$ cat src/rtl/core/efws_pkg.sv
// Shared types and constants for the earliest-free-worker scheduler.
// Used by efws_sel and earliest_free_worker_scheduler_top; no dependencies.
`default_nettype none
package efws_pkg;

  localparam int MaxWorkers = 64;
  localparam int AddrW      = (MaxWorkers > 1) ? $clog2(MaxWorkers) : 1;
  localparam int ChildW     = $clog2(2 * MaxWorkers + 1);
  localparam int WorkerW    = AddrW;
  localparam int TimeW      = 48;
  localparam int DurW       = 32;
  localparam int WorkerIdW  = 6;
  localparam int CfgW       = 7;

  // Free time sits above the worker number, so comparing the packed value
  // orders by time first and breaks ties towards the lower worker.
  typedef struct packed {
    logic [TimeW-1:0]   free_time;
    logic [WorkerW-1:0] worker;
  } key_t;

  typedef enum logic [1:0] {
    PickElem,
    PickLeft,
    PickRight
  } pick_e;

  typedef struct packed {
    pick_e pick;
    key_t  best;
  } sel_t;

endpackage
`default_nettype wire

$ cat src/rtl/core/efws_ram.sv
// Generic single-write, dual-read RAM with registered read data.
// No dependencies.
`default_nettype none
module efws_ram #(
  parameter int Width = 8,
  parameter int Depth = 16
) (
  input  wire logic                                     clk_i,
  input  wire logic                                     we_i,
  input  wire logic [((Depth > 1) ? $clog2(Depth) : 1)-1:0] waddr_i,
  input  wire logic [Width-1:0]                         wdata_i,
  input  wire logic [((Depth > 1) ? $clog2(Depth) : 1)-1:0] raddr_a_i,
  input  wire logic [((Depth > 1) ? $clog2(Depth) : 1)-1:0] raddr_b_i,
  output logic      [Width-1:0]                         rdata_a_o,
  output logic      [Width-1:0]                         rdata_b_o
);

  logic [Width-1:0] mem_q [Depth];

  always_ff @(posedge clk_i) begin
    if (we_i) begin
      mem_q[waddr_i] <= wdata_i;
    end
    rdata_a_o <= mem_q[raddr_a_i];
    rdata_b_o <= mem_q[raddr_b_i];
  end

endmodule
`default_nettype wire

$ cat src/rtl/core/efws_sel.sv
// Shared compare unit: picks the smallest of the moving element and its children.
// Depends on efws_pkg.
`default_nettype none
module efws_sel (
  input  wire logic          right_ok_i,
  input  efws_pkg::key_t     elem_i,
  input  efws_pkg::key_t     left_i,
  input  efws_pkg::key_t     right_i,
  output efws_pkg::sel_t     sel_o
);

  logic l_lt_e;
  logic r_lt_e;
  logic r_lt_l;

  assign l_lt_e = left_i < elem_i;
  assign r_lt_e = right_i < elem_i;
  assign r_lt_l = right_i < left_i;

  always_comb begin
    sel_o.pick = efws_pkg::PickElem;
    sel_o.best = elem_i;
    if (l_lt_e) begin
      if (right_ok_i && r_lt_l) begin
        sel_o.pick = efws_pkg::PickRight;
        sel_o.best = right_i;
      end else begin
        sel_o.pick = efws_pkg::PickLeft;
        sel_o.best = left_i;
      end
    end else if (right_ok_i && r_lt_e) begin
      sel_o.pick = efws_pkg::PickRight;
      sel_o.best = right_i;
    end
  end

endmodule
`default_nettype wire

$ cat src/rtl/core/earliest_free_worker_scheduler_top.sv
// Earliest-free-worker scheduler: binary min-heap of workers keyed by free time.
// The result transaction is registered onto done_o when start is taken.
// busy stays high while the element is sifted down, through a read and a compare state per
// heap level compared, plus a read state when the element settles in a leaf; start is
// taken only while busy is low. The receiver cannot stall.
// Reset (or a worker-count write) refills the heap at once. Uses efws_pkg, efws_ram, efws_sel.
`default_nettype none
module earliest_free_worker_scheduler_top (
  input  wire logic                            clk_i,
  input  wire logic                            rst_ni,
  input  wire logic                            start,
  output logic                                 busy,
  input  wire logic [efws_pkg::DurW-1:0]       job_duration_i,
  input  wire logic                            cfg_we_i,
  input  wire logic [efws_pkg::CfgW-1:0]       cfg_wdata_i,
  output logic                                 done_o,
  output logic      [efws_pkg::WorkerIdW-1:0]  worker_id_o,
  output logic      [efws_pkg::TimeW-1:0]      start_time_o
);

  // Sequencer codes. The moving element is carried down in elem_q; each level
  // has a read state for both children and a compare state that writes the winner.
  localparam logic [1:0] StIdle = 2'd0;
  localparam logic [1:0] StRead = 2'd1;
  localparam logic [1:0] StCmp  = 2'd2;

  logic [1:0]                      state_q, state_d;
  logic [efws_pkg::AddrW-1:0]      pos_q, pos_d;
  efws_pkg::key_t                  elem_q, elem_d;
  efws_pkg::key_t                  root_q;
  logic [efws_pkg::CfgW-1:0]       active_workers_q;
  logic [efws_pkg::MaxWorkers-1:0] valid_q;
  logic                            left_valid_q;
  logic                            right_valid_q;
  logic                            done_q;
  logic [efws_pkg::WorkerIdW-1:0]  worker_id_q;
  logic [efws_pkg::TimeW-1:0]      start_time_q;

  logic [efws_pkg::ChildW-1:0]     heap_count;
  logic [efws_pkg::ChildW-1:0]     left_idx;
  logic [efws_pkg::ChildW-1:0]     right_idx;
  logic [efws_pkg::AddrW-1:0]      left_addr;
  logic [efws_pkg::AddrW-1:0]      right_addr;
  logic                            left_in_heap;
  logic                            right_in_heap;
  logic [efws_pkg::TimeW:0]        sum_wide;
  logic [efws_pkg::TimeW-1:0]      sum_sat;
  logic                            accept;

  logic                            ram_we;
  logic [efws_pkg::AddrW-1:0]      ram_waddr;
  efws_pkg::key_t                  ram_wdata;
  efws_pkg::key_t                  ram_rdata_a;
  efws_pkg::key_t                  ram_rdata_b;
  efws_pkg::key_t                  left_key;
  efws_pkg::key_t                  right_key;
  efws_pkg::sel_t                  sel;

  assign busy   = (state_q != StIdle);
  assign accept = start && !busy;

  // A count of zero behaves as one worker; anything above the heap size is clipped.
  always_comb begin
    logic [31:0] act;
    act = 32'(active_workers_q);
    if (act == 32'd0) begin
      heap_count = efws_pkg::ChildW'(1);
    end else if (act > 32'(efws_pkg::MaxWorkers)) begin
      heap_count = efws_pkg::ChildW'(efws_pkg::MaxWorkers);
    end else begin
      heap_count = efws_pkg::ChildW'(act);
    end
  end

  assign left_idx      = efws_pkg::ChildW'({pos_q, 1'b1});
  assign right_idx     = left_idx + efws_pkg::ChildW'(1);
  assign left_addr     = left_idx[efws_pkg::AddrW-1:0];
  assign right_addr    = right_idx[efws_pkg::AddrW-1:0];
  assign left_in_heap  = left_idx < heap_count;
  assign right_in_heap = right_idx < heap_count;

  // Saturating update of the root's free time.
  assign sum_wide = {1'b0, root_q.free_time} + (efws_pkg::TimeW + 1)'(job_duration_i);
  assign sum_sat  = sum_wide[efws_pkg::TimeW] ? {efws_pkg::TimeW{1'b1}}
                                              : sum_wide[efws_pkg::TimeW-1:0];

  // Slots never written since the last refill hold free time zero and their own
  // slot number as the worker.
  assign left_key  = left_valid_q ? ram_rdata_a
                                  : {{efws_pkg::TimeW{1'b0}}, efws_pkg::WorkerW'(left_addr)};
  assign right_key = right_valid_q ? ram_rdata_b
                                   : {{efws_pkg::TimeW{1'b0}}, efws_pkg::WorkerW'(right_addr)};

  efws_ram #(
    .Width ($bits(efws_pkg::key_t)),
    .Depth (efws_pkg::MaxWorkers)
  ) u_heap_ram (
    .clk_i     (clk_i),
    .we_i      (ram_we),
    .waddr_i   (ram_waddr),
    .wdata_i   (ram_wdata),
    .raddr_a_i (left_addr),
    .raddr_b_i (right_addr),
    .rdata_a_o (ram_rdata_a),
    .rdata_b_o (ram_rdata_b)
  );

  efws_sel u_sel (
    .right_ok_i (right_in_heap),
    .elem_i     (elem_q),
    .left_i     (left_key),
    .right_i    (right_key),
    .sel_o      (sel)
  );

  always_comb begin
    state_d   = state_q;
    pos_d     = pos_q;
    elem_d    = elem_q;
    ram_we    = 1'b0;
    ram_waddr = pos_q;
    ram_wdata = elem_q;
    unique case (state_q)
      StIdle: begin
        if (start) begin
          elem_d.free_time = sum_sat;
          elem_d.worker    = root_q.worker;
          pos_d            = '0;
          state_d          = StRead;
        end
      end
      StRead: begin
        // A slot with no children is where the moving element settles.
        if (!left_in_heap) begin
          ram_we  = 1'b1;
          state_d = StIdle;
        end else begin
          state_d = StCmp;
        end
      end
      StCmp: begin
        ram_we    = 1'b1;
        ram_wdata = sel.best;
        unique case (sel.pick)
          efws_pkg::PickLeft: begin
            pos_d   = left_addr;
            state_d = StRead;
          end
          efws_pkg::PickRight: begin
            pos_d   = right_addr;
            state_d = StRead;
          end
          default: begin
            state_d = StIdle;
          end
        endcase
      end
      default: begin
        state_d = StIdle;
      end
    endcase
  end

  always_ff @(posedge clk_i or negedge rst_ni) begin
    if (!rst_ni) begin
      state_q          <= StIdle;
      pos_q            <= '0;
      root_q           <= '0;
      active_workers_q <= efws_pkg::CfgW'(efws_pkg::MaxWorkers);
      valid_q          <= '0;
      done_q           <= 1'b0;
    end else if (cfg_we_i) begin
      // A new worker count empties the heap back to its initial order.
      state_q          <= StIdle;
      pos_q            <= '0;
      root_q           <= '0;
      active_workers_q <= cfg_wdata_i;
      valid_q          <= '0;
      done_q           <= 1'b0;
    end else begin
      state_q <= state_d;
      pos_q   <= pos_d;
      done_q  <= accept;
      if (ram_we) begin
        valid_q[ram_waddr] <= 1'b1;
        if (ram_waddr == '0) begin
          root_q <= ram_wdata;
        end
      end
    end
  end

  always_ff @(posedge clk_i) begin
    elem_q        <= elem_d;
    left_valid_q  <= valid_q[left_addr];
    right_valid_q <= valid_q[right_addr];
    if (accept) begin
      worker_id_q  <= efws_pkg::WorkerIdW'(root_q.worker);
      start_time_q <= root_q.free_time;
    end
  end

  assign done_o       = done_q;
  assign worker_id_o  = worker_id_q;
  assign start_time_o = start_time_q;

`ifndef SYNTH
  // The heap RAM is only written while a transaction is being worked on.
  assert property (@(posedge clk_i) disable iff (!rst_ni) ram_we |-> busy)
    else $error("heap written while idle");

  // Every result follows an accepted transaction in the cycle after it.
  assert property (@(posedge clk_i) disable iff (!rst_ni)
                   done_o |-> $past(start && !busy))
    else $error("result without an accepted transaction");

  // The compare cycle always follows a child read.
  assert property (@(posedge clk_i) disable iff (!rst_ni)
                   (state_q == StCmp) |-> $past(state_q == StRead))
    else $error("compare without a preceding read");

  // The sift position never leaves the live part of the heap.
  assert property (@(posedge clk_i) disable iff (!rst_ni)
                   busy |-> (efws_pkg::ChildW'(pos_q) < heap_count))
    else $error("sift position beyond heap");
`endif

endmodule
`default_nettype wire
$ cat config.mk
export PLATFORM = sky130hd
export DESIGN_NAME = earliest_free_worker_scheduler_top
export DESIGN_NICKNAME = d
export VERILOG_FILES = /design/src/rtl/core/efws_pkg.sv /design/src/rtl/core/efws_ram.sv /design/src/rtl/core/efws_sel.sv /design/src/rtl/core/earliest_free_worker_scheduler_top.sv
export SDC_FILE = /design/constraint.sdc
export NUM_CORES = 2
export LEC_CHECK = 0
export BUFFER_PORTS_ARGS = -buffer_cell sky130_fd_sc_hd__buf_2
export CORE_UTILIZATION = 40
export CTS_CLUSTER_SIZE = 28
export DETAILED_ROUTE_END_ITERATION = 10
export GPL_TIMING_DRIVEN = 0
export HOLD_SLACK_MARGIN = 0.05
export PLACE_DENSITY = 0.5
export SYNTH_ARGS = -nofsm -noshare
export SYNTH_HDL_FRONTEND = slang
export SYNTH_HIERARCHICAL = 1
export SYNTH_SLANG_ARGS = --single-unit
$ cat constraint.sdc
create_clock -name clk_i -period 13.97 [get_ports clk_i]
set_input_delay 0.6985 -clock clk_i [delete_from_list [all_inputs] [get_ports clk_i]]
set_output_delay 0.6985 -clock clk_i [all_outputs]
set_load 0.1 [all_outputs]
* Yosys cells after proc, flatten, opt, wreduce, memory -nomap -nowiden
Memory sizes are Yosys's and may differ from the RTL's. A register that Yosys moved wholly into a read port is not among the register bits.
Cells that the tools add are included.
** Operators by class
- Multiplexer cells :: 33
- Bitwise operators :: 1
- Order comparisons :: 10
- Add/subtract/negate cells :: 2
- Eq/ne operators :: 6
- Reduce and logical (&&, ||, !) cells :: 16
** Operator list (count)
- 54-bit 2-to-1 mux :: 6
- 56-bit 2-to-1 mux :: 3
- 54-bit < comparator :: 3
- 64-bit 2-to-1 mux :: 2
- 64-bit OR :: 1
- 48-bit by 32-bit adder with 49-bit output :: 1
- 6-bit case mux with 2 select lines :: 2
- 6-bit by 7-bit < comparator with 1-bit output, second input constant :: 3
- 6-bit 2-to-1 mux :: 2
- 7-bit by 1-bit adder with 8-bit output, second input constant :: 1
- 7-bit by 8-bit < comparator with 1-bit output :: 1
- 8-bit < comparator :: 1
- 1-bit 2-to-1 mux :: 8
- 8-bit 2-to-1 mux :: 1
- 7-bit greater-than comparator, second input constant :: 1
- 7-bit zero test :: 1
- 7-bit 2-to-1 mux :: 1
- 1-bit binary-select mux with 6-bit select :: 1
- 1-bit demux with 6-bit select :: 1
- 6-bit by 1-bit greater-or-equal comparator with 1-bit output, second input constant :: 1
- 6-bit zero test :: 1
- 2-bit 2-to-1 mux :: 3
- 2-bit case mux with 3 select lines :: 1
- 2-bit nonzero test :: 3
- 13 further kinds :: 19
** Storage, ports and cells
- Bits of input ports :: 43
- Memory bits (writable) :: 3456
- Output and inout port bits :: 56
- Register bits after elaboration :: 244
- Memories kept :: 1
- Word-level logic and storage cells :: 82
** Memory list
- u_heap_ram.mem_q :: depth 64, bits a word 54, rd ports 2, clocked after Yosys merged registers in 2, write ports 1, RTL line efws_ram.sv:18 : logic [Width-1:0] mem_q [Depth];

* Logic depth before layout (Yosys ltp)
- Depth after elaboration :: 12
- Mapped depth :: 24
- Mapped depth without buffers :: 21

* Cells and area by module
Netlist, hierarchy kept.
** Modules (own cells, without submodules)
- efws_ram :: area an instance 160969.4 um^2, times used 1, seq. area each 105941.6 um^2, cells an instance 7178
- earliest_free_worker_scheduler_top :: area an instance 13584.3 um^2, times used 1, seq. area each 6457.4 um^2, cells an instance 1319
- efws_sel :: area an instance 4675.7 um^2, times used 1, seq. area each 0.0 um^2, cells an instance 641

* Least setup slack after synthesis
OpenSTA, ideal clock, no wires.
- Kind :: flip-flop to flip-flop
- Start point :: register active_workers_q[6] in the netlist's numbering
- End point :: memory u_heap_ram/mem_q[49][0] in the netlist's numbering (enable)
- Setup time :: 532 ps
- Path slack :: 6801 ps
- Data required time :: 13438 ps
- Clock period less this slack :: 7169 ps
- Buffers on the path :: 3
- Data arrival time :: 6637 ps
- Cell stages (with the launch flop) :: 18
- Path through :: dfstp_2 > clkinv_1 > nand2_1 > inv_1 > ha_1 > nor2b_1 > o21a_1 > o21a_1 > o21a_1 > o21a_1 > o21a_1 > clkbuf_1 > buf_2 > buf_1 > o21a_1 > nor2b_1 > nand4_1 > nor3_1
** On the way
- Longest elaborated chain between the ends :: 8
- Elaborated cells between the ends (all ways) :: 9
- Classes of those cells :: order compare: 2; mux: 6; reduce/logical: 1
** RTL lines
- start: declaration :: RTL line earliest_free_worker_scheduler_top.sv:31 : logic [efws_pkg::CfgW-1:0] active_workers_q;
- start signal: assignment :: RTL line earliest_free_worker_scheduler_top.sv:169 : active_workers_q <= efws_pkg::CfgW'(efws_pkg::MaxWorkers);
- start signal: assignment :: RTL line earliest_free_worker_scheduler_top.sv:177 : active_workers_q <= cfg_wdata_i;
- 7-bit greater-than comparator :: RTL line earliest_free_worker_scheduler_top.sv:68 : end else if (act > 32'(efws_pkg::MaxWorkers)) begin
- 7-bit 2-to-1 mux :: RTL line earliest_free_worker_scheduler_top.sv:68
- 8-bit 2-to-1 mux (*) :: RTL line earliest_free_worker_scheduler_top.sv:66 : if (act == 32'd0) begin
- 7-bit by 8-bit < comparator with 1-bit output (*) :: RTL line earliest_free_worker_scheduler_top.sv:79 : assign left_in_heap = left_idx < heap_count;
- 1-bit 2-to-1 mux (*) :: RTL line earliest_free_worker_scheduler_top.sv:134 : if (!left_in_heap) begin
- 1-bit case mux with 2 select lines (*) :: RTL line earliest_free_worker_scheduler_top.sv:123 : unique case (state_q)
- named net ram_we :: RTL line earliest_free_worker_scheduler_top.sv:50 : logic ram_we;
- 1-bit 2-to-1 mux (*) :: RTL line efws_ram.sv:21 : if (we_i) begin
- 1-bit 2-to-1 mux (implied by the code) (*) :: RTL line efws_ram.sv:22 : mem_q[waddr_i] <= wdata_i;
- end: declaration :: RTL line efws_ram.sv:18
The timed path passes the listed nets; every way through them passes the cells marked *.

* Worst setup path after layout
- Start point :: register pos_q[0] in the netlist's numbering
- End point :: register u_heap_ram.rdata_b_o[44], read port of u_heap_ram.mem_q
** On the way
- Longest elaborated chain between the ends :: 1
** RTL lines
- start: declaration :: RTL line earliest_free_worker_scheduler_top.sv:28 : logic [efws_pkg::AddrW-1:0] pos_q, pos_d;
- start signal: assignment :: RTL line earliest_free_worker_scheduler_top.sv:182 : pos_q <= pos_d;
- 7-bit by 1-bit adder with 8-bit output :: RTL line earliest_free_worker_scheduler_top.sv:76 : assign right_idx = left_idx + efws_pkg::ChildW'(1);
- named net right_idx (one bit) :: RTL line earliest_free_worker_scheduler_top.sv:41 : logic [efws_pkg::ChildW-1:0] right_idx;
- end: declaration :: RTL line efws_ram.sv:15 : output logic [Width-1:0] rdata_b_o
The timed path passes the listed nets, and every way through them passes these cells.
A chain may end at the register's enable or synchronous reset.

==> Implementation_results.wiki <==
{| class="wikitable"
! Metric !! Value
|-
| Synthesized flop and latch total || 3802
|-
| Worst relative slew slack || -0.155
|-
| Violations in the final reports || capacitance limit, slew limit
|-
| Multi-input gate area in the final layout || 63800 um2
|-
| Number of DRC markers after the initial detailed-route iteration || 21200
|-
| Beginning of the worst hold path || job_duration_i[2]
|-
| Number of buffers added by the clock tree synthesis step || 424
|-
| Total vias in the final route || 116000
|-
| Outcome || finished, violations left
|-
| Y dimension of the die || 671 um
|-
| Share of synthesized registers carrying an async set or reset || 0.0352
|-
| Slew at the pin with the worst max-slew slack || 1730 ps
|-
| Gate count of the mapped netlist || 9138
|-
| Weighted congestion at the end of routability-driven global placement || 1.01
|-
| Final number of max-transition violations || 137
|-
| Number of H-tree branching levels || 5
|-
| Hold Path End || elem_q[8]$_SDFFCE_PP1P_
|-
| Number of endpoints failing setup at the final stage || 0
|-
| Yosys warns || 6
|-
| Nature of the critical path startpoint || flop
|-
| Tcrit/Tclk final || 0.629
|-
| Data arrival time of the critical path || 9640 ps
|-
| Worst-case clock buffer depth || 4
|-
| Layout cell share with drive strength beyond 1 || 0.363
|-
| Maximum clock frequency || 114 MHz
|-
| Number of maximum-capacitance constraint violations || 15
|-
| I/O Pins || 99
|-
| Critical R2R Launch || pos_q[0]$_DFFE_PN0P_
|-
| Leakage power summed over all cells || 67.9 nW
|-
| Kind of capture point of the worst setup path || flop
|-
| Register clock-pin slew on the reported worst setup and hold paths || 60 ps
|-
| Placeable core region || 446000 um2
|-
| Number of distinct library cells after synthesis || 81
|-
| HPWL after DPL || 633 mm
|-
| GR met3 Demand/Resource || 0.148
|-
| Root Buffer || sky130_fd_sc_hd__clkbuf_16
|-
| Average detailed-routed wire length per instance || 53.1 um
|-
| Worst ir drop on vdd || 109 uV
|-
| Number of enable-type register cells in the synthesized netlist || 3558
|-
| Count of filler cells inserted in the layout || 37300
|-
| Type of the tightest min-delay check || in2reg
|-
| Path depth of the worst reg2reg path || 11
|-
| Nets || 10200
|-
| Post-route clock skew || 61.7 ps
|-
| Cell area after synthesis || 179000 um2
|-
| Data required, critical path || 14830 ps
|-
| Startpoint-to-endpoint class of the critical path || reg2reg
|-
| Final sum of negative setup slack || 0 ps
|-
| Power per standard cell area || 130 nW/um2
|-
| Final hold vios || 0
|-
| ANT nets after route || 0
|-
| CTS sink cnt || 3802
|-
| RSZ-0062 raised after global routing || no
|-
| TritonCTS clock tree || yes
|-
| Clock period minus final worst setup slack || 8790 ps
|-
| Power after layout || 27.2 mW
|-
| Largest fanout on the critical path || 13
|-
| Area enclosed by the die boundary || 451000 um2
|-
| M2 GR Usage || 0.556
|-
| Number of antenna violations at the first check in global routing || 140
|-
| Number of design rule violations left after detail routing || 0
|-
| Initial DRT Pass Iterations || 7
|-
| Worst-Skew Late Latency || 1090 ps
|-
| Wire length of the first global-routing pass || 1120 mm
|-
| Worst r2r dst || u_heap_ram/rdata_b_o[44]$_DFF_P_
|-
| Number of setup buffers added after CTS || 0
|-
| Total track usage || 0.382
|-
| Die Width || 671 um
|-
| Congestion Overflow GR || 0
|-
| Primary FF master, synth || sky130_fd_sc_hd__edfxtp_1
|-
| Grt peak-use layer || met2
|-
| Largest net degree at the start of global routing || 70
|-
| Standard-cell rows || 245
|-
| Global routing usage on met1 || 0.474
|-
| Storage element area || 112000 um2
|-
| Synthesis-to-finish area growth || 16.7%
|-
| Sequential fraction of the synthesis area || 0.627
|-
| Sum of routed wire length over all layers || 873 mm
|-
| Number of global-route vias before repair || 110000
|-
| Port bufs || 97
|-
| Hold path cells || 4
|-
| Register-to-Register Setup Slack || 5180 ps
|-
| Post-placement cell count || 15500
|-
| Vias per cell || 7.07
|-
| Non-Filler Instances || 16400
|-
| Initial cell density of the core || 0.402
|-
| Average footprint of a synthesized cell || 19.6 um2
|}
## Yosys cell counts, drive strengths merged (14+ instances only)
library cell	count	share of area
inv	195	0.0041
nor2	123	0.0026
a211oi	51	0.0022
xnor2	20	0.00098
dfrtp	133	0.019
nand2	352	0.0074
dfxtp	110	0.012
o2111ai	64	0.0032
nand3	122	0.0034
ha	210	0.015
edfxtp	3558	0.60
a21o	70	0.0029
a22oi	114	0.0048
a32oi	21	0.0010
mux2	140	0.0088
nor3	26	0.00073
o211ai	55	0.0023
nand4	42	0.0015
a21oi	229	0.0064
nand2b	20	0.00070
nor2b	63	0.0022
o21ai	70	0.0020
and2	103	0.0036
o22ai	129	0.0045
mux2i	209	0.012
buf	389	0.011
mux4	2033	0.26
clkbuf	304	0.0064
o21a	16	0.00067
xor2	14	0.00068
## cells in the final DEF, fill, tap and decap left out, types with 102 or more instances in the layout
cell type / n
sky130_fd_sc_hd__dfxtp_1: 110
sky130_fd_sc_hd__mux2i_1: 209
sky130_fd_sc_hd__and2_1: 102
sky130_fd_sc_hd__clkbuf_16: 441
sky130_fd_sc_hd__edfxtp_1: 3558
sky130_fd_sc_hd__mux4_2: 2033
sky130_fd_sc_hd__nand2_1: 352
sky130_fd_sc_hd__diode_2: 145
sky130_fd_sc_hd__ha_1: 210
sky130_fd_sc_hd__buf_12: 177
sky130_fd_sc_hd__a22oi_1: 106
sky130_fd_sc_hd__clkbuf_1: 328
sky130_fd_sc_hd__o22ai_1: 128
sky130_fd_sc_hd__nand3_1: 122
sky130_fd_sc_hd__dfrtp_1: 133
sky130_fd_sc_hd__inv_1: 194
sky130_fd_sc_hd__buf_2: 384
sky130_fd_sc_hd__a21oi_1: 229
## cell families (layout without fill, tap and decap cells)
family                   Yosys count  after routing  synth area share
AND/OR/NAND/NOR                  906            906            0.0242
other                              2            148         0.0000419
flip-flops                      3802           3802             0.627
adder cells (fa/ha/maj)          211            211            0.0148
multiplexers                    2382           2382             0.276
XOR/XNOR                          34             34           0.00166
AO/OA/AOI/OAI                    910            910            0.0343
buffers and inverters            891           2116            0.0219
## timing repair
action / in CTS / in global routing
hold buffers: 10 / 0
hold endpoints to repair: 77 / 0
gates resized for setup: 0 / 0
## sequential cells by signal (all words and copies together) (netlist names)
| name | count |
|---|---|
| done_o | 1 |
| active_workers_q | 7 |
| right_valid_q | 1 |
| left_valid_q | 1 |
| elem_q | 54 |
| valid_q | 64 |
| start_time_o | 48 |
| root_q | 54 |
| u_heap_ram/mem_q | 3456 |
| state_q | 2 |
| u_heap_ram/rdata_a_o | 54 |
| pos_q | 6 |
| u_heap_ram/rdata_b_o | 54 |
## stage by stage
stage / hold slack, ps / utilization / cell area, um2 / setup WS, ps
floorplan: 403 / - / 179000 / 6800
global route: 222 / 0.469 / 209000 / 5670
global placement: 441 / 0.420 / 187000 / -1750
finish: 179 / 0.469 / 209000 / 5180
detailed placement: 435 / 0.437 / 195000 / 5770
CTS: 152 / 0.468 / 209000 / 5740
## worst max path at each step
stage                                               start                            endpoint  slack, ps  cells past startpoint
final                                pos_q[0]$_DFFE_PN0P_    u_heap_ram/rdata_b_o[44]$_DFF_P_       5180                     11
after global routing                 pos_q[0]$_DFFE_PN0P_    u_heap_ram/rdata_b_o[43]$_DFF_P_       5670                     11
after CTS                            pos_q[2]$_DFFE_PN0P_    u_heap_ram/rdata_b_o[27]$_DFF_P_       5740                     10
after detailed placement             pos_q[2]$_DFFE_PN0P_    u_heap_ram/rdata_b_o[27]$_DFF_P_       5770                     10
after global placement               pos_q[0]$_DFFE_PN0P_  u_heap_ram/mem_q[49][18]$_DFFE_PP_      -1750                     15
after floorplan           active_workers_q[6]$_DFFE_PN1P_   u_heap_ram/mem_q[49][0]$_DFFE_PP_       6800                     17
## final cells by class
type / count / area share
inverter: 198 / 0.00355
timing repair buffer: 429 / 0.0341
multi-input combinational: 4446 / 0.305
buffer: 693 / 0.0159
clock buffer: 543 / 0.0555
tap: 5928 / 0.0354
clock inverter: 253 / 0.0116
antenna: 145 / 0.00173
sequential: 3802 / 0.537
## power by group
part           switching [mW]  internal [mW]
combinational            2.04          0.810
sequential             0.0336           12.7
clock                    4.89           6.65
total                    6.96           20.2
## per-layer routing
metal / part of all wire / wire [um] / vias to the layer above
met2: 0.43 / 377000 / 9760
met4: 0.081 / 71100 / 42
li1: - / - / 41200
met5: 0.00030 / 264 / -
met1: 0.35 / 302000 / 63100
met3: 0.14 / 122000 / 2013
## critical path: stages (launching register included)
cell	delay [ps]
sky130_fd_sc_hd__dfrtp_1	1100
sky130_fd_sc_hd__inv_1	540
sky130_fd_sc_hd__ha_1	1180
sky130_fd_sc_hd__buf_4	490
sky130_fd_sc_hd__buf_2	420
sky130_fd_sc_hd__buf_2	630
sky130_fd_sc_hd__buf_1	800
sky130_fd_sc_hd__buf_4	660
sky130_fd_sc_hd__mux2i_1	240
sky130_fd_sc_hd__a22oi_1	1170
sky130_fd_sc_hd__nand2_1	400
sky130_fd_sc_hd__a21oi_1	830
Power figures use the tool's default switching activity.
